`config.mk`:
```
export PLATFORM = sky130hd
export DESIGN_NAME = csin_rot_cell
export DESIGN_NICKNAME = d
export VERILOG_FILES = /design/src/rtl/core/csin_pkg.sv /design/src/rtl/core/csin_rot_cell.sv
export SDC_FILE = /design/constraint.sdc
export NUM_CORES = 1
export LEC_CHECK = 0
export BUFFER_PORTS_ARGS = -buffer_cell sky130_fd_sc_hd__buf_4
export CAP_MARGIN = 10
export CORE_UTILIZATION = 45
export CTS_CLUSTER_DIAMETER = 120
export CTS_CLUSTER_SIZE = 12
export DETAILED_ROUTE_END_ITERATION = 16
export GPL_ROUTABILITY_DRIVEN = 1
export HOLD_SLACK_MARGIN = 0.12
export PLACE_DENSITY = 0.68
export SLEW_MARGIN = 40
export SYNTH_ARGS = -nofsm -noshare
export SYNTH_HDL_FRONTEND = slang
export SYNTH_SLANG_ARGS = --single-unit
```
`constraint.sdc`:
```
create_clock -name clk -period 5.3 [get_ports clk]
set_input_delay 0.53 -clock clk [delete_from_list [all_inputs] [get_ports clk]]
set_output_delay 0.53 -clock clk [all_outputs]
set_load 0.01 [all_outputs]
```
`src/rtl/core/csin_pkg.sv`:
```
// shared constants, types and the arctan table of the cordic sine pipeline
`default_nettype none

package csin_pkg;

  localparam int FRACTION_BITS = 11;
  localparam int ITERATIONS    = 11;
  localparam int ANGLE_WIDTH   = 32;
  localparam int SINE_WIDTH    = 13;

  // constants scaled by 2^FRACTION_BITS, from nine-decimal values
  localparam longint unsigned TWO_PI_Q =
    ((64'd6283185307 << FRACTION_BITS) + 64'd500000000) / 64'd1000000000;
  localparam longint unsigned PI_HALF_Q =
    ((64'd1570796327 << FRACTION_BITS) + 64'd500000000) / 64'd1000000000;
  localparam longint unsigned TWO_DIV_PI_Q =
    ((64'd636619772 << FRACTION_BITS) + 64'd500000000) / 64'd1000000000;
  localparam longint unsigned GAIN_Q =
    (64'd607252935 << FRACTION_BITS) / 64'd1000000000;

  // remainder width, quotient bits of the modulo chain, quadrant product width
  localparam int R_W       = $clog2(TWO_PI_Q);
  localparam int MOD_STEPS = $clog2(((64'd1 << (ANGLE_WIDTH - 1)) / TWO_PI_Q) + 64'd1);
  localparam int PROD_W    = R_W + $clog2(TWO_DIV_PI_Q + 64'd1);
  localparam int K_W       = PROD_W - 2 * FRACTION_BITS;

  // cordic datapath widths
  localparam int XY_W = FRACTION_BITS + 4;
  localparam int P_W  = FRACTION_BITS + 4;
  localparam int SH_W = $clog2(ITERATIONS);

  localparam int SINE_MAX = (1 << (SINE_WIDTH - 1)) - 1;
  localparam int SINE_MIN = -(1 << (SINE_WIDTH - 1));

  typedef struct packed {
    logic                   neg;
    logic [ANGLE_WIDTH-1:0] rem;
  } csin_mod_t;

  typedef struct packed {
    logic                  flip;
    logic signed [XY_W-1:0] x;
    logic signed [XY_W-1:0] y;
    logic signed [P_W-1:0]  p;
  } csin_rot_t;

  // arctan(2^-i) scaled by 2^FRACTION_BITS, truncated
  function automatic logic [P_W-1:0] csin_atan(input int idx);
    longint unsigned pico;
    longint unsigned q;
    unique case (idx % 16)
      0:       pico = 64'd785398163397;
      1:       pico = 64'd463647609001;
      2:       pico = 64'd244978663127;
      3:       pico = 64'd124354994547;
      4:       pico = 64'd62418809996;
      5:       pico = 64'd31239833430;
      6:       pico = 64'd15623728620;
      7:       pico = 64'd7812341060;
      8:       pico = 64'd3906230132;
      9:       pico = 64'd1953122516;
      10:      pico = 64'd976562190;
      11:      pico = 64'd488281211;
      12:      pico = 64'd244140620;
      13:      pico = 64'd122070312;
      14:      pico = 64'd61035156;
      default: pico = 64'd30517578;
    endcase
    q = (pico << FRACTION_BITS) / 64'd1000000000000;
    return q[P_W-1:0];
  endfunction

endpackage

`default_nettype wire

```
`src/rtl/core/csin_rot_cell.sv`:
```
// one rotation-mode cordic iteration
`default_nettype none

module csin_rot_cell
  import csin_pkg::*;
(
  input  wire logic            clk,
  input  wire logic            rst_n,
  input  wire logic            in_vld,
  input  wire csin_rot_t       in_data,
  input  wire logic [SH_W-1:0] shift,
  input  wire logic [P_W-1:0]  atan,
  output logic                 out_vld,
  output csin_rot_t            out_data
);

  logic                   vld_r;
  csin_rot_t              data_r;
  csin_rot_t              data_nxt;
  logic signed [XY_W-1:0] xs;
  logic signed [XY_W-1:0] ys;

  assign xs = in_data.x >>> shift;
  assign ys = in_data.y >>> shift;

  always_comb begin
    data_nxt = in_data;
    if (in_data.p < 0) begin
      data_nxt.p = in_data.p + $signed(atan);
      data_nxt.x = in_data.x + ys;
      data_nxt.y = in_data.y - xs;
    end else begin
      data_nxt.p = in_data.p - $signed(atan);
      data_nxt.x = in_data.x - ys;
      data_nxt.y = in_data.y + xs;
    end
  end

  always_ff @(posedge clk) begin
    if (!rst_n) begin
      vld_r <= 1'b0;
    end else begin
      vld_r <= in_vld;
    end
  end

  always_ff @(posedge clk) begin
    data_r <= data_nxt;
  end

  assign out_vld  = vld_r;
  assign out_data = data_r;

endmodule

`default_nettype wire

```
==> results by group, run 1 <==
Worst hold path
  – HP Start: in_data[45]
  – Worst min path class: in -> reg
  – Hold endpoint: out_data[45]
  – Hold Path Depth: 1

Final layout
  – N_diodes: 0
  – Commonest non-fill, non-tap cell in the layout: buf_4
  – Register Area: roughly 940 µm²
  – Layout cell share with drive strength beyond 1: 26.3%
  – Finished Cell Area: about 6300 µm²
  – # nets final: 803
  – Post-layout util: roughly 55%
  – Multi-input gate area: 4070 µm²
  – Fillers: 1,058
  – Most frequent cells in the layout: 117 x buf_4, 50 x nor2_1, 49 x xnor2_1, 49 x ha_1, 47 x dfxtp_1
  – Area grow syn2layout: 20.4%

Routing
  – Residual DRC: 0
  – Wire length per cell: 16.5 µm
  – Routed via count: 4,812
  – DR vias/cell: 5.82
  – Number of routed nets with antenna violations: 0
  – DRT iter0 DRCs: 351
  – Post-Route WL: 13,600 µm
  – DR pass1 iterations: 4

Timing
  – Crit path time final: 4.58 ns
  – RSZ-0062 raised after global routing: no
  – Final Slew Violations: 0
  – F_max: 218 MHz
  – Relative slew slack: 53.1%
  – Final Hold Fails: 0
  – Setup TNS: 0 ns
  – Worst-Margin Slew: 0.696 ns
  – Final Cycle Share: 86.5%
  – Final Setup Violations: 0

Critical path
  – Startpoint Class: primary input
  – Critical path class: in -> reg
  – CP Data Arrival Time: around 4.8 ns
  – CP Capture Type: register
  – Max FO, Critical Path: 35
  – CP max stage cell: mux4_2
  – Critical Path, Cell by Cell: buf_4 > or3b_2 > o21a_1 > mux4_2 > ha_1 > nand2_1 > o21ai_0 > fa_1 > a21o_1 > a21oi_1 > o211ai_1 > o211ai_1 > o31ai_1 > o41ai_1 > xnor3_1
  – Critical Path RT: 5.47 ns
  – Crit-path max cell delay: 0.54 ns
  – Cell mode on critical path: o211ai_1

Synth
  – Main combinational cell family by area after synthesis: multiplexers
  – Compound-gate portion of the synthesized area: 16.1%
  – Post-Synth Adder-Cell Area: 12.8%
  – Average instance area after synthesis: 8.99 µm²
  – Synth warn: 0
  – #FFs+latches synth: 47
  – Mapped Nets: 705
  – Cells after synthesis: 585
  – Simple-Gate Fraction of Synth Area: 17.5%
  – XOR/XNOR share of the synthesized area: between 10% and 20%
  – Post-synth EDFFs: 0
  – Sequential cell area fraction in the yosys report: 17.9%
  – Yosys cell types: 69
  – FFs w/ async S/R, synth: 0%
  – Mapped cell area: roughly 5300 µm²
  – Main synth FF type: dfxtp_1
  – Mux cell area share after synthesis: 18.7%

Clock network
  – Hold_buf cts: 0
  – Htree depth: 2
  – TritonCTS clock tree: built
  – Clk sinks: 47
  – Post-CTS Setup Inserts: 0
  – # resized after CTS: 0
  – CTS Root Cell: clkbuf_16
  – Num CTS Buffers: 5
  – Reg clk slew, reported paths: 0.07 ns
  – Worst-case clock buffer depth: 2

Global route
  – Number of global-route vias before repair: 4,580
  – Largest net degree at the start of global routing: 46
  – Grt total ovfl: 0
  – Global-route wire length before repair: 21,700 µm
  – Total track usage: 22.8%
  – Initial antenna violation count: 0

Placement
  – Final RePlAce weighted congestion: 0.912
  – Placed Area: 6160 µm²
  – Port Buf Inserts: 114
  – Dpl hpwl: 10,500 µm

Floorplan
  – Die area: about 12,000 µm²
  – Die X: 110 µm
  – Core ar.: around 11,000 µm²
  – I/O pins: 115
  – Height of the chip: 110 µm
  – Starting Density: between 40% and 50%
  – Row Count: 39

Job
  – Max Cap Viol: 0

Power
  – Power density over cell area: slightly above 300 nW/µm²
  – Leakage: 2.79 nW
  – VDD IR max: 179 µV

Status
  – Outcome: finished clean
[flip-flops by register name, summed over array words and instances (netlist names)]
name      count
out_data     46
out_vld       1
[logic make-up after synthesis]
| logic type | count (synthesis) |
|---|---|
| fa+ha+maj | 52 |
| compound gates | 128 |
| xor+xnor | 72 |
| flops | 47 |
| buf+inv | 51 |
| simple gates | 175 |
| mux | 60 |
[worst max-delay path: cells and delay by family]
family | cells | cell delay (ns)
buf+inv | 1 | 0.26
xor+xnor | 1 | 0.39
fa+ha+maj | 2 | 0.81
simple gates | 2 | 0.60
compound gates | 8 | 1.60
mux | 1 | 0.54
[worst max-delay path by stage]
stage	from	to	cells after the start
after detailed placement	shift[0]	out_data[44]	15
after floorplan	shift[3]	out_data[44]	15
after global routing	shift[0]	out_data[44]	14
final	shift[0]	out_data[44]	15
after global placement	shift[0]	out_data[44]	15
after CTS	shift[0]	out_data[44]	15
[power breakdown]
part / internal, W / total [W] / switching [W]
Combinational: 0.000521 / 0.00104 / 0.000518
Clock: 0.000225 / 0.000375 / 0.000151
Sequential: 0.000496 / 0.000534 / 0.0000382
Total: 0.00124 / 0.00195 / 0.000707
[final cells by class]
class,instances,area share [%]
tap,143,2.83
multi-input combinational,487,64.2
clock buffer,5,1.98
clock inverter,3,0.731
timing repair buffer,117,13.9
sequential,47,14.9
inverter,25,1.48
[per-layer routing]
layer | wire length, µm | part of all wire (%) | track usage [%] | up-vias
li1 | - | - | - | 2369
met1 | 5900 | 43 | 29.9 | 2273
met2 | 6650 | 49 | 39.1 | 142
met3 | 788 | 5.8 | 2.94 | 28
met4 | 296 | 2.2 | 7.05 | 0
met5 | 0 | 0 | 0 | -
[per-stage QoR]
| stage | total power, W | hold slack (ns) | worst slack, ns | std cells |
|---|---|---|---|---|
| 6_report | 0.00195 | 0.339 | 0.716 | 827 |
| 5_1_grt | 0.00210 | 0.324 | 0.440 | 827 |
| 4_1_cts | 0.00197 | 0.331 | 0.721 | 827 |
| 3_5_place_dp | 0.00157 | 0.638 | 0.466 | 819 |
| 3_3_place_gp | 0.00156 | 0.636 | 0.562 | 819 |
| 2_1_floorplan | 0.00119 | 0.558 | 0.870 | 585 |
[cells in the mapped netlist (3+ instances only)]
cell / number / area [µm²]
and3_1: 8 / 50.1
mux4_2: 25 / 563
o211ai_1: 9 / 67.6
inv_1: 25 / 93.8
a211oi_1: 4 / 30.0
o21a_1: 7 / 52.6
a21boi_0: 3 / 22.5
mux2i_1: 15 / 150
a21oi_1: 41 / 205
dfxtp_1: 47 / 941
a22oi_1: 3 / 22.5
o31ai_1: 5 / 37.5
nor4_1: 3 / 18.8
mux4_1: 3 / 78.8
a31oi_1: 11 / 68.8
nand4_1: 6 / 37.5
or3_1: 7 / 43.8
nand3_1: 12 / 60.1
xor2_1: 22 / 193
buf_6: 4 / 45.0
nor2_1: 50 / 188
ha_1: 49 / 613
nand2_1: 34 / 128
xnor2_1: 49 / 429
or4_1: 3 / 22.5
nand2b_1: 8 / 50.1
mux2_2: 17 / 191
o21ai_0: 14 / 70.1
and2_1: 5 / 31.3
nor2b_1: 7 / 43.8
buf_2: 5 / 25.0
or2_2: 5 / 31.3
a21o_1: 4 / 30.0
nor3_1: 17 / 85.1
clkbuf_1: 12 / 45.0
fa_1: 3 / 60.1
No activity file was read; power rests on OpenSTA's default activity.
==> run 2, diff against run 1 <==
ABC_AREA = 1   (was not set)
==> results by group, run 2 <==
Clock network
  – CTS Root Cell: clkbuf_16
  – TritonCTS clock tree: built
  – Reg clk slew, reported paths: 0.07 ns
  – Hold_buf cts: 0
  – Num CTS Buffers: 5
  – Htree depth: 2
  – Post-CTS Setup Inserts: 0
  – # resized after CTS: 0
  – Worst-case clock buffer depth: 2
  – Clk sinks: 47

Synth
  – Yosys cell types: 33
  – FFs w/ async S/R, synth: 0%
  – Post-synth EDFFs: 0
  – Mapped Nets: 947
  – #FFs+latches synth: 47
  – Count leader, synth: nand2_1
  – Sequential cell area fraction in the yosys report: 18.4%
  – Mapped cell area: 5110 µm²
  – Cell taking the most area after synthesis: nand2_1
  – Synth warn: 0
  – Cells after synthesis: 827
  – Synth top area cells: nand2_1 19%, dfxtp_1 18%, nand3_1 13%
  – Synth top cells by count: 262 x nand2_1, 137 x nand3_1, 71 x inv_1, 51 x xor2_1, 49 x ha_1
  – Post-synth top area share: 19.2%
  – Average instance area after synthesis: between 6 and 7 µm²
  – Main synth FF type: dfxtp_1

Critical path
  – CP Capture Type: register
  – Crit-path max cell delay: 0.64 ns
  – CP top delay family: compound AO/OA/AOI/OAI gates
  – Max FO, Critical Path: 31
  – Critical Path RT: 5.48 ns
  – WP buf/inv: 2
  – CP max stage cell: clkinv_1
  – Startpoint Class: primary input
  – Critical Path, Cell by Cell: buf_4 > clkinv_1 > nand2_1 > nand2_1 > nand2_1 > nand2_1 > ha_1 > nand2_1 > o21ai_0 > fa_1 > nand3_1 > nand2_1 > a21boi_0 > o21ai_0 > a31oi_1 > o21bai_1 > xor2_1
  – Cell mode on critical path: nand2_1
  – Critical path class: in -> reg
  – CP Data Arrival Time: 4.36 ns

Timing
  – Final Cycle Share: between 70% and 80%
  – Final Hold Fails: 0
  – Crit path time final: 4.17 ns
  – Final Setup Violations: 0
  – Relative slew slack: 49.9%
  – F_max: 240 MHz
  – RSZ-0062 raised after global routing: no
  – Worst-Margin Slew: 0.746 ns
  – Setup TNS: 0 ns
  – Final Slew Violations: 0

Placement
  – Placed Area: 6010 µm²
  – Port Buf Inserts: 114
  – Final RePlAce weighted congestion: 0.923
  – Dpl hpwl: roughly 12,000 µm

Final layout
  – Commonest non-fill, non-tap cell in the layout: nand2_1
  – N_diodes: 0
  – Area grow syn2layout: 21.3%
  – # nets final: approximately 1,000
  – Finished Cell Area: 6200 µm²
  – Largest register FFs: 46
  – Layout cell share with drive strength beyond 1: 14.5%
  – Most frequent cells in the layout: 262 x nand2_1, 137 x nand3_1, 115 x buf_4

Routing
  – DR pass1 iterations: 6
  – DRT iter0 DRCs: about 360
  – Wire length per cell: 13.2 µm
  – Number of routed nets with antenna violations: 0
  – Post-Route WL: 14,100 µm
  – DR vias/cell: about 5.2
  – Residual DRC: 0
  – Routed via count: 5,529

Global route
  – Total track usage: 24.2%
  – Largest net degree at the start of global routing: 33
  – Number of global-route vias before repair: 4,979
  – Global-route wire length before repair: 22,600 µm
  – Initial antenna violation count: 0
  – Grt total ovfl: 0

Worst hold path
  – Hold endpoint: out_data[45]
  – HP Start: in_data[45]
  – Hold Path Depth: 1
  – Worst min path class: in -> reg

Floorplan
  – Core ar.: 10,900 µm²
  – Die area: 11,800 µm²
  – Starting Density: between 40% and 50%
  – Die X: 109 µm
  – Height of the chip: 109 µm
  – I/O pins: 115
  – Row Count: 38

Power
  – Leakage: between 3 and 4 nW
  – VDD IR max: 164 µV
  – Power density over cell area: 303 nW/µm²

Job
  – Max Cap Viol: 0

Status
  – Outcome: finished clean
==> run 2: cell types whose count changed in the layout (fill, tap and decap cells not counted), sizes merged, moves of 15 or more <==
cell   change
inv       +49
mux2i     -15
xor2      +29
xnor2     -32
nand2    +231
mux4      -28
mux2      -17
nand3    +124
o21ai     +17
==> run 2: area by class of cell <==
cell class	instances	area, µm²
Clock buffer	6	129
Sequential cell	47	941
Multi-Input combinational cell	677	3740
Fill cell	1119	4740
Inverter	76	285
Tap cell	140	175
Timing Repair Buffer	115	863
Clock inverter	2	60.1
==> run 2: through the flow <==
stage	power [W]	setup WS (ns)	instances	hold slack, ns	util, %
detailed placement	0.00148	1.08	1055	0.636	55.0
CTS	0.00189	1.39	1063	0.335	56.7
global route	0.00203	0.717	1063	0.331	56.7
global placement	0.00146	1.19	1055	0.634	55.0
finish	0.00188	1.13	1063	0.337	56.7
floorplan	0.00111	1.97	827	0.558	-
==> run 2: cell families (layout without fill, tap and decap cells) <==
family | after synthesis | in the layout | synth area share [%]
compound gates | 95 | 95 | 10.3
fa+ha+maj | 52 | 52 | 13.2
xor+xnor | 68 | 68 | 11.7
buf+inv | 103 | 199 | 8.30
flops | 47 | 47 | 18.4
simple gates | 462 | 462 | 38.1
==> run 2: worst max-delay path by stage <==
| stage | from | endpoint | slack (ns) | cells after the start |
|---|---|---|---|---|
| detailed placement | shift[2] | out_data[42] | 1.08 | 16 |
| global route | shift[2] | out_data[42] | 0.72 | 17 |
| floorplan | shift[1] | out_data[42] | 1.97 | 21 |
| finish | shift[2] | out_data[42] | 1.13 | 17 |
| global placement | shift[0] | out_data[42] | 1.19 | 20 |
| CTS | shift[2] | out_data[42] | 1.39 | 16 |
==> run 2: metal layers <==
metal / part of all wire [%] / up-vias / global-route usage (%)
met5: 0 / - / 0
met4: 1.8 / 0 / 6.37
met3: 6.0 / 22 / 3.13
met2: 44 / 176 / 40.4
met1: 48 / 2436 / 32.7
li1: - / 2895 / -
==> run 2: power by group <==
part	internal, W	switching (W)	total, W
registers	0.000489	0.0000360	0.000525
clock network	0.000271	0.000140	0.000411
logic	0.000425	0.000520	0.000945
total	0.00118	0.000696	0.00188
