## src/rtl/core/csin_pkg.sv

```systemverilog
// shared constants, types and the arctan table of the cordic sine pipeline
`default_nettype none

package csin_pkg;

  localparam int FRACTION_BITS = 11;
  localparam int ITERATIONS    = 11;
  localparam int ANGLE_WIDTH   = 32;
  localparam int SINE_WIDTH    = 13;

  // constants scaled by 2^FRACTION_BITS, from nine-decimal values
  localparam longint unsigned TWO_PI_Q =
    ((64'd6283185307 << FRACTION_BITS) + 64'd500000000) / 64'd1000000000;
  localparam longint unsigned PI_HALF_Q =
    ((64'd1570796327 << FRACTION_BITS) + 64'd500000000) / 64'd1000000000;
  localparam longint unsigned TWO_DIV_PI_Q =
    ((64'd636619772 << FRACTION_BITS) + 64'd500000000) / 64'd1000000000;
  localparam longint unsigned GAIN_Q =
    (64'd607252935 << FRACTION_BITS) / 64'd1000000000;

  // remainder width, quotient bits of the modulo chain, quadrant product width
  localparam int R_W       = $clog2(TWO_PI_Q);
  localparam int MOD_STEPS = $clog2(((64'd1 << (ANGLE_WIDTH - 1)) / TWO_PI_Q) + 64'd1);
  localparam int PROD_W    = R_W + $clog2(TWO_DIV_PI_Q + 64'd1);
  localparam int K_W       = PROD_W - 2 * FRACTION_BITS;

  // cordic datapath widths
  localparam int XY_W = FRACTION_BITS + 4;
  localparam int P_W  = FRACTION_BITS + 4;
  localparam int SH_W = $clog2(ITERATIONS);

  localparam int SINE_MAX = (1 << (SINE_WIDTH - 1)) - 1;
  localparam int SINE_MIN = -(1 << (SINE_WIDTH - 1));

  typedef struct packed {
    logic                   neg;
    logic [ANGLE_WIDTH-1:0] rem;
  } csin_mod_t;

  typedef struct packed {
    logic                  flip;
    logic signed [XY_W-1:0] x;
    logic signed [XY_W-1:0] y;
    logic signed [P_W-1:0]  p;
  } csin_rot_t;

  // arctan(2^-i) scaled by 2^FRACTION_BITS, truncated
  function automatic logic [P_W-1:0] csin_atan(input int idx);
    longint unsigned pico;
    longint unsigned q;
    unique case (idx % 16)
      0:       pico = 64'd785398163397;
      1:       pico = 64'd463647609001;
      2:       pico = 64'd244978663127;
      3:       pico = 64'd124354994547;
      4:       pico = 64'd62418809996;
      5:       pico = 64'd31239833430;
      6:       pico = 64'd15623728620;
      7:       pico = 64'd7812341060;
      8:       pico = 64'd3906230132;
      9:       pico = 64'd1953122516;
      10:      pico = 64'd976562190;
      11:      pico = 64'd488281211;
      12:      pico = 64'd244140620;
      13:      pico = 64'd122070312;
      14:      pico = 64'd61035156;
      default: pico = 64'd30517578;
    endcase
    q = (pico << FRACTION_BITS) / 64'd1000000000000;
    return q[P_W-1:0];
  endfunction

endpackage

`default_nettype wire

```

## src/rtl/core/csin_mod_cell.sv

```systemverilog
// one restoring step of the modulo 2*pi reduction chain
`default_nettype none

module csin_mod_cell
  import csin_pkg::*;
(
  input  wire logic                   clk,
  input  wire logic                   rst_n,
  input  wire logic                   in_vld,
  input  wire csin_mod_t              in_data,
  input  wire logic [ANGLE_WIDTH-1:0] sub,
  output logic                        out_vld,
  output csin_mod_t                   out_data
);

  logic      vld_r;
  csin_mod_t data_r;
  csin_mod_t data_nxt;

  always_comb begin
    data_nxt = in_data;
    if (in_data.rem >= sub) begin
      data_nxt.rem = in_data.rem - sub;
    end
  end

  always_ff @(posedge clk) begin
    if (!rst_n) begin
      vld_r <= 1'b0;
    end else begin
      vld_r <= in_vld;
    end
  end

  always_ff @(posedge clk) begin
    data_r <= data_nxt;
  end

  assign out_vld  = vld_r;
  assign out_data = data_r;

endmodule

`default_nettype wire

```

## config.mk

```make
export PLATFORM = sky130hd
export DESIGN_NAME = csin_mod_cell
export DESIGN_NICKNAME = d
export VERILOG_FILES = /design/src/rtl/core/csin_pkg.sv /design/src/rtl/core/csin_mod_cell.sv
export SDC_FILE = /design/constraint.sdc
export NUM_CORES = 1
export LEC_CHECK = 0
export ABC_CLOCK_PERIOD_IN_PS = 2700
export BUFFER_PORTS_ARGS = -buffer_cell sky130_fd_sc_hd__buf_2
export CAP_MARGIN = 40
export CORE_ASPECT_RATIO = 0.75
export CORE_UTILIZATION = 46
export CTS_CLUSTER_SIZE = 25
export DETAILED_ROUTE_END_ITERATION = 16
export GPL_TIMING_DRIVEN = 1
export HOLD_SLACK_MARGIN = 0.03
export PLACE_DENSITY_LB_ADDON = 0.05
export SYNTH_ARGS = -nofsm -noshare
export SYNTH_HDL_FRONTEND = slang
export SYNTH_SLANG_ARGS = --single-unit
```

## constraint.sdc

```tcl
create_clock -name clk -period 2.7 [get_ports clk]
set_input_delay 0.135 -clock clk [delete_from_list [all_inputs] [get_ports clk]]
set_output_delay 0.135 -clock clk [all_outputs]
set_load 0.005 [all_outputs]
```

==> results.json, run 1 <==
{
  "seq_area_um2": 681,
  "clkTransAtPathRegs_ns": 0.07,
  "cp.arrival_ns": 2.71,
  "place_inst": 553,
  "synth.most_common_cell": "a21oi_1",
  "synth_nets": 462,
  "setup_viol": 0,
  "comb_power_share": 0.434,
  "drt_wl_total_mm": 7.21,
  "die_area_mm2": 0.00650,
  "grt_max_degree": 14,
  "cts_sinks": 34,
  "synth_top_area_cell": "dfxtp_1",
  "setup_ws_ns": 0.157,
  "crit_type": "input pin to register",
  "dr.pass1.iters": 4,
  "worst_slew_pin_slew_ns": 0.562,
  "nNetsFinal": 584,
  "swShare": 0.338,
  "ys_ff_latch": 34,
  "grt_pass1_wl_mm": 11.9,
  "gr-usage-all-layers": 0.227,
  "synth_seq_area_share": 0.240,
  "rsz0062_at_grt": "no",
  "power_switching_w": 0.000593,
  "slew_headroom": 0.622,
  "synth_area_leaders": "dfxtp_1 (24%), ha_1 (14%), a21oi_1 (8.8%)",
  "gp_congestion": 0.851,
  "diodes": 0,
  "async_flop_share": 0,
  "period_share": 0.942,
  "start_kind": "input pin",
  "min_path_type": "input pin to register",
  "place_ws_ns": -0.228,
  "antenna_found_initial": 0,
  "timing.critical_path.to_type": "register",
  "clockPowerShare": 0.219,
  "rows": 24,
  "synth_cells": 361,
  "htreeDepth": 2,
  "dieHeight_um": 70.1,
  "synth_common_cells": "a21oi_1 (50), inv_1 (39), dfxtp_1 (34), nor2_1 (33), ha_1 (32)",
  "p_int_w": 0.00116,
  "initial_core_util": 0.483,
  "die_w_um": 92.7,
  "power.density_mw_per_mm2": 475,
  "min_period_ns": 2.54,
  "crit_chain": "buf_2 -> inv_1 -> ha_1 -> fa_1 -> nand2b_1 -> a21o_1 -> a211oi_2 -> buf_4 -> o31ai_2 -> a311o_2 -> nand2_4 -> buf_12 -> mux2_2",
  "synth.distinct_cells": 51,
  "cts_root_buffer": "clkbuf_8",
  "synth_ff_type": "dfxtp_1",
  "nFillCells": 576,
  "critPathBufInv": 4,
  "critPathTopFamily": "compound AO/OA/AOI/OAI gates",
  "multi_input_area_mm2": 0.00196,
  "pwr-share-seq": 0.347,
  "wl_per_cell_um": 12.9,
  "synth_top_area_frac": 0.240,
  "slew_violations": 0,
  "maxCapViolations": 0,
  "area_delta_synth_final_pct": 30.1,
  "yosysWarnings": 0,
  "via_count": 2895,
  "critical-path-max-stage-delay_ns": 0.41,
  "port_buffers": 101,
  "hpwl_mm": 5.95,
  "final_util": 0.628,
  "finalNonFillerCells": 560,
  "drtIter0Drc": 127,
  "clock_path_buffers": 2,
  "viasPerCell": 5.17,
  "cp_slowest_cell": "fa_1",
  "cp_max_fo": 11,
  "drc": 0,
  "synth.cell_area_mm2": 0.00284,
  "power_leakage_nw": 1.89,
  "status": "finished clean",
  "max_freq_mhz": 393,
  "drtAntennaViolNets": 0,
  "drive_gt1_frac": 0.317,
  "ir_drop_mv": 0.254,
  "tritoncts": "built",
  "core-area_mm2": 0.00589,
  "hold_viol_final": 0,
  "grt_pass1_vias": 2660,
  "synth-edff-count": 0,
  "numCtsBuffers": 5,
  "avgSynthCellArea_um2": 7.87,
  "ios": 102,
  "overflow": 0,
  "cp_data_required_time_ns": 2.87
}
## through the flow
step           area (um^2)  hold slack (ns)  power [W]  setup TNS [ns]
6_report              3690           0.0486    0.00175               0
5_1_grt               3690           0.0444    0.00188               0
4_1_cts               3690           0.0415    0.00177               0
3_5_place_dp          3600            0.239    0.00137           -2.79
3_3_place_gp          3600            0.238    0.00136          -0.365
2_1_floorplan         2840            0.163    0.00109               0
## worst paths after layout
path | to | cells after the start | startpoint | slack (ns)
worst max-delay path | out_data[25] | 13 | in_data[0] | 0.16
worst min-delay path | out_vld | 2 | in_vld | 0.05
## power by group through the flow
stage / Clock (W) / Combinational (W) / Sequential (W)
detailed placement: 0 / 0.000754 / 0.000619
CTS: 0.000399 / 0.000759 / 0.000609
global route: 0.000415 / 0.000847 / 0.000614
floorplan: 0 / 0.000454 / 0.000634
global placement: 0 / 0.000746 / 0.000618
finish: 0.000385 / 0.000762 / 0.000608
## cell usage in the layout, fill, tap and decap left out, types with 8 or more instances in the layout
cell	Yosys	layout
nor2_1	33	33
buf_4	3	23
xnor2_1	17	17
nand2_1	16	16
ha_1	32	32
o21ai_0	13	13
xor2_1	10	10
mux2_2	9	9
nand4_1	8	8
a21oi_1	50	50
inv_1	39	39
a21o_1	15	15
dfxtp_1	34	34
buf_2	2	101
## routing by layer
layer  GRT usage  part of all wire
met5           0                 0
met2       0.341              0.40
met3      0.0403             0.065
met4      0.0410            0.0035
met1       0.340              0.53
## flip-flops by register name, indices dropped and copies added, names as in the netlist
| name | cells |
|---|---|
| out_data | 33 |
| out_vld | 1 |
## cell type report
| cell class | count | share of cell area |
|---|---|---|
| multi-input cells | 276 | 0.530 |
| repair buffers | 127 | 0.197 |
| flip-flops and latches | 34 | 0.184 |
| inverters | 39 | 0.0396 |
| well taps | 78 | 0.0264 |
| clock buffers | 6 | 0.0224 |
## what timing repair did
item                                   CTS  global route
resized for setup                        0             1
buffers inserted                         0             0
hold buffers                             1             0
endpoints found under the hold margin    1             0
setup endpoints to repair                0             1
## cells by family (layout without fill, tap and decap cells)
| logic type | count (synthesis) | in the layout | share of synthesized area |
|---|---|---|---|
| AO/OA/AOI/OAI | 108 | 108 | 0.241 |
| AND/OR/NAND/NOR | 99 | 99 | 0.180 |
| buffers and inverters | 51 | 172 | 0.0722 |
| flip-flops | 34 | 34 | 0.240 |
| adder cells (fa/ha/maj) | 33 | 33 | 0.148 |
| XOR/XNOR | 27 | 27 | 0.0833 |
| multiplexers | 9 | 9 | 0.0357 |
No activity file was read; power rests on OpenSTA's default activity.
==> run 2: changes to the inputs <==
CORE_UTILIZATION = 40   (was 46)
==> run 2 against run 1 <==
Highest routed layer unchanged. Die area up 15%. Non-clock buffer count increased by 2. Clock-buffer cell count rose by 2. Routed wire length grew 0.51%. Flip-flop and latch count did not move. Setup slack gained 0.032 ns. Design area rose by 1.6%. Utilization is 7.8 points lower. Clock power increased by 20%. Critical path type unchanged. Critical endpoint unchanged.
==> results.json, run 2 (same netlist as run 1, synthesis figures left out) <==
{
  "antenna_found_initial": 0,
  "dieHeight_um": 75.0,
  "power.density_mw_per_mm2": 491,
  "ios": 102,
  "cp_max_fo": 8,
  "cts_root_buffer": "clkbuf_8",
  "htreeDepth": 2,
  "place_ws_ns": -0.122,
  "start_kind": "input pin",
  "finalNonFillerCells": 570,
  "drc": 0,
  "power_w": 0.00184,
  "area_delta_synth_final_pct": 32.1,
  "die_area_mm2": 0.00745,
  "clock_path_buffers": 2,
  "status": "finished clean",
  "drt_wl_total_mm": 7.25,
  "rows": 26,
  "slew_headroom": 0.680,
  "gp_congestion": 0.809,
  "drtAntennaViolNets": 0,
  "port_buffers": 101,
  "hpwl_mm": 5.90,
  "drtIter0Drc": 85,
  "nNetsFinal": 586,
  "ir_drop_mv": 0.202,
  "largest_reg_flops": 33,
  "min_period_ns": 2.51,
  "clkTransAtPathRegs_ns": 0.07,
  "via_count": 2872,
  "cp_data_required_time_ns": 2.88,
  "setup_viol": 0,
  "rsz0062_at_grt": "no",
  "maxCapViolations": 0,
  "cts_setup_buffers": 0,
  "dr.pass1.iters": 4,
  "final_cell_mix": "buf_2 (101), a21oi_1 (50), inv_1 (39)",
  "setup_ws_ns": 0.190,
  "diodes": 0,
  "cts-resized-gates": 0,
  "grt_pass1_wl_mm": 11.8,
  "gr-usage-all-layers": 0.200,
  "holdBufCountCts": 1,
  "cts_sinks": 34,
  "grt_max_degree": 11,
  "worst_slew_pin_slew_ns": 0.476,
  "numCtsBuffers": 5,
  "place_inst": 561,
  "overflow": 0,
  "timing.critical_path.to_type": "register",
  "nFillCells": 684,
  "die_w_um": 99.3,
  "tritoncts": "built",
  "viasPerCell": 5.04,
  "period_share": 0.930,
  "core-area_mm2": 0.00683,
  "initial_core_util": 0.416,
  "min_path_type": "input pin to register",
  "wl_per_cell_um": 12.7,
  "slew_violations": 0,
  "power_leakage_nw": 1.92,
  "final_common_cell": "buf_2",
  "min-delay-start": "in_vld",
  "grt_pass1_vias": 2561,
  "min_path_cells": 2,
  "drive_gt1_frac": 0.321,
  "crit_type": "input pin to register",
  "cp.arrival_ns": 2.69,
  "holdPathEnd": "out_vld",
  "finalSetupTns_ns": 0,
  "max_freq_mhz": 398,
  "hold_viol_final": 0
}
run 2: cell count changes in the layout (fill, tap and decap cells not counted), sizes merged:
cell and delta:
clkbuf +2, buf +2
run 2: power breakdown:
group / switching (W) / total, W / internal [W]
Sequential: 0.0000189 / 0.000606 / 0.000587
Clock: 0.000205 / 0.000463 / 0.000258
Combinational: 0.000387 / 0.000773 / 0.000386
Total: 0.000611 / 0.00184 / 0.00123
run 2: cell type report:
class | instances | area [um^2] | share of cell area
multi-input combinational | 276 | 1950 | 0.521
timing repair buffer | 129 | 756 | 0.201
sequential | 34 | 681 | 0.181
inverter | 39 | 146 | 0.0390
clock buffer | 8 | 110 | 0.0293
tap | 84 | 105 | 0.0280
run 2: per-stage QoR:
stage | cell area, um^2 | util | hold slack (ns)
4_1_cts | 3750 | 0.549 | 0.0426
2_1_floorplan | 2840 | - | 0.163
6_report | 3750 | 0.549 | 0.0446
3_5_place_dp | 3630 | 0.532 | 0.247
5_1_grt | 3750 | 0.549 | 0.0336
3_3_place_gp | 3630 | 0.532 | 0.239
run 2: how the worst max path moves through the flow:
stage / startpoint / to / slack [ns] / depth (start not counted)
after floorplan: in_data[0] / out_data[30] / 0.08 / 12
after global placement: in_data[0] / out_data[3] / -0.06 / 13
after detailed placement: in_data[0] / out_data[30] / -0.12 / 13
after CTS: in_data[0] / out_data[30] / 0.19 / 13
after global routing: in_data[0] / out_data[30] / 0.04 / 13
final: in_data[0] / out_data[25] / 0.19 / 13
run 2: worst max-delay path: stages:
cell and delay [ns]:
buf_2 0.09, inv_1 0.03, ha_1 0.22, fa_1 0.38
nand2b_1 0.17, a21o_1 0.21, a211oi_2 0.22, buf_4 0.14
o31ai_2 0.07, a311o_2 0.41, nand2_4 0.15, buf_12 0.14
mux2_2 0.33
run 2: per-layer routing:
layer | up-vias | wire length (um) | global-route usage
met2 | 75 | 2860 | 0.290
li1 | 1520 | - | -
met5 | - | 0 | 0
met3 | 4 | 318 | 0.0399
met4 | 0 | 53 | 0.0458
met1 | 1273 | 4020 | 0.302
==> run 3: changes to the inputs <==
BUFFER_PORTS_ARGS = -buffer_cell sky130_fd_sc_hd__buf_4   (was -buffer_cell sky130_fd_sc_hd__buf_2)
==> run 3 against run 2 <==
Die area did not move. Fmax decreased by 1.0%. Clock power shrank 12%. Sequential power grew 1%. Sequential share of layout area fell by 0.97 points. Largest power group unchanged. Via count rose by 1.8%. Flip-flop and latch count stayed put. First-iteration DRC count up 24%. Clock-buffer cell count is 1 lower. Design area increased by 5.6%. Routed wire length barely moved.
==> results.json, run 3 (same netlist as run 1, synthesis figures left out) <==
{
  "status": "finished clean",
  "final_area_mm2": 0.00396,
  "slew_headroom": 0.659,
  "numCtsBuffers": 5,
  "cts_root_buffer": "clkbuf_8",
  "power_switching_w": 0.000610,
  "gr-usage-all-layers": 0.199,
  "setup_viol": 0,
  "viasPerCell": 5.16,
  "htreeDepth": 2,
  "overflow": 0,
  "dr.pass1.iters": 4,
  "drc": 0,
  "core-area_mm2": 0.00683,
  "grt_pass1_vias": 2571,
  "hpwl_mm": 5.91,
  "pwr-share-seq": 0.329,
  "timing.critical_path.to_type": "register",
  "drive_gt1_frac": 0.315,
  "tritoncts": "built",
  "nNetsFinal": 583,
  "hold_viol_final": 0,
  "ios": 102,
  "cp_data_required_time_ns": 2.88,
  "cp_slowest_cell": "fa_1",
  "cts-resized-gates": 0,
  "placed_cell_area_mm2": 0.00386,
  "via_count": 2925,
  "drtIter0Drc": 105,
  "min_period_ns": 2.54,
  "final_cell_mix": "buf_4 (122), a21oi_1 (50), inv_1 (39)",
  "power.density_mw_per_mm2": 468,
  "min_path_type": "input pin to register",
  "cp.arrival_ns": 2.72,
  "drtAntennaViolNets": 0,
  "die_area_mm2": 0.00745,
  "start_kind": "input pin",
  "initial_core_util": 0.416,
  "largest_reg_flops": 33,
  "comb_power_share": 0.450,
  "max_freq_mhz": 394,
  "diodes": 0,
  "power_leakage_nw": 1.98,
  "cp_max_fo": 3,
  "clockPowerShare": 0.221,
  "final_common_cell": "buf_4",
  "cts_sinks": 34,
  "maxCapViolations": 0,
  "worst_slew_pin_slew_ns": 0.507,
  "ir_drop_mv": 0.247,
  "swShare": 0.329,
  "period_share": 0.939,
  "grt_pass1_wl_mm": 11.8,
  "rsz0062_at_grt": "no",
  "clock_path_buffers": 2,
  "drt_wl_total_mm": 7.25,
  "crit_chain": "buf_4 -> inv_1 -> ha_1 -> fa_1 -> nand2b_1 -> a21o_1 -> a211oi_2 -> nor2_1 -> o31ai_2 -> a311oi_2 -> o31ai_1 -> xor2_1 -> mux2_2",
  "wl_per_cell_um": 12.8,
  "area_delta_synth_final_pct": 39.6,
  "die_w_um": 99.3,
  "critical-path-max-stage-delay_ns": 0.38,
  "nFillCells": 675,
  "dieHeight_um": 75.0,
  "grt_max_degree": 11,
  "p_int_w": 0.00125,
  "gp_congestion": 0.830,
  "antenna_found_initial": 0,
  "clkTransAtPathRegs_ns": 0.08,
  "slew_violations": 0,
  "rows": 26,
  "port_buffers": 101,
  "crit_type": "input pin to register",
  "finalSetupTns_ns": 0
}
run 3: timing repair:
action / CTS / global route
buffers inserted: 0 / 0
endpoints found under the hold margin: 1 / 0
hold buffers: 1 / 0
run 3: per-stage QoR:
step	utilization	power (W)	hold WS, ns	setup slack, ns	instances
after CTS	0.580	0.00187	0.0408	0.168	567
after detailed placement	0.565	0.00145	0.243	-0.129	558
after global placement	0.565	0.00145	0.241	-0.0623	558
after global routing	0.580	0.00199	0.0471	0.0578	567
after floorplan	-	0.00109	0.163	0.0839	361
final	0.580	0.00186	0.0536	0.164	567
run 3: path summary, 6_finish.rpt:
| kind | from | to | slack (ns) | cells past startpoint |
|---|---|---|---|---|
| hold / removal | in_vld | out_vld | 0.05 | 2 |
| setup / recovery | in_data[0] | out_data[30] | 0.16 | 13 |
run 3: layout make-up:
class / instances / area [um^2] / area share
Sequential cell: 34 / 681 / 0.172
Tap cell: 84 / 105 / 0.0265
Inverter: 39 / 146 / 0.0369
Timing Repair Buffer: 126 / 986 / 0.249
Multi-Input combinational cell: 276 / 1950 / 0.493
Clock inverter: 1 / 5.00 / 0.00126
Clock buffer: 7 / 86.3 / 0.0218
run 3: power groups by stage:
stage	clock, W	sequential [W]	combinational (W)
floorplan	0	0.000634	0.000454
global placement	0	0.000624	0.000827
detailed placement	0	0.000623	0.000830
CTS	0.000425	0.000612	0.000837
global route	0.000450	0.000621	0.000923
finish	0.000409	0.000612	0.000835
run 3: critical path, delay by kind of cell:
family	cells	cell delay (ns)
adders and majority gates	2	0.60
and+or+nand+nor	2	0.30
muxes	1	0.27
buffers and inverters	2	0.11
AOI/OAI and AO/OA	5	1.20
xor gates and xnor gates	1	0.10
run 3: per-layer routing:
layer  routed length [um]  track usage  share of wire  up-vias
li1                     -            -              -     1519
met1                 3800        0.298           0.52     1307
met2                 3000        0.293           0.41       94
met3                  406       0.0455          0.056        5
met4                   45       0.0310         0.0062        0
met5                    0            0              0        -
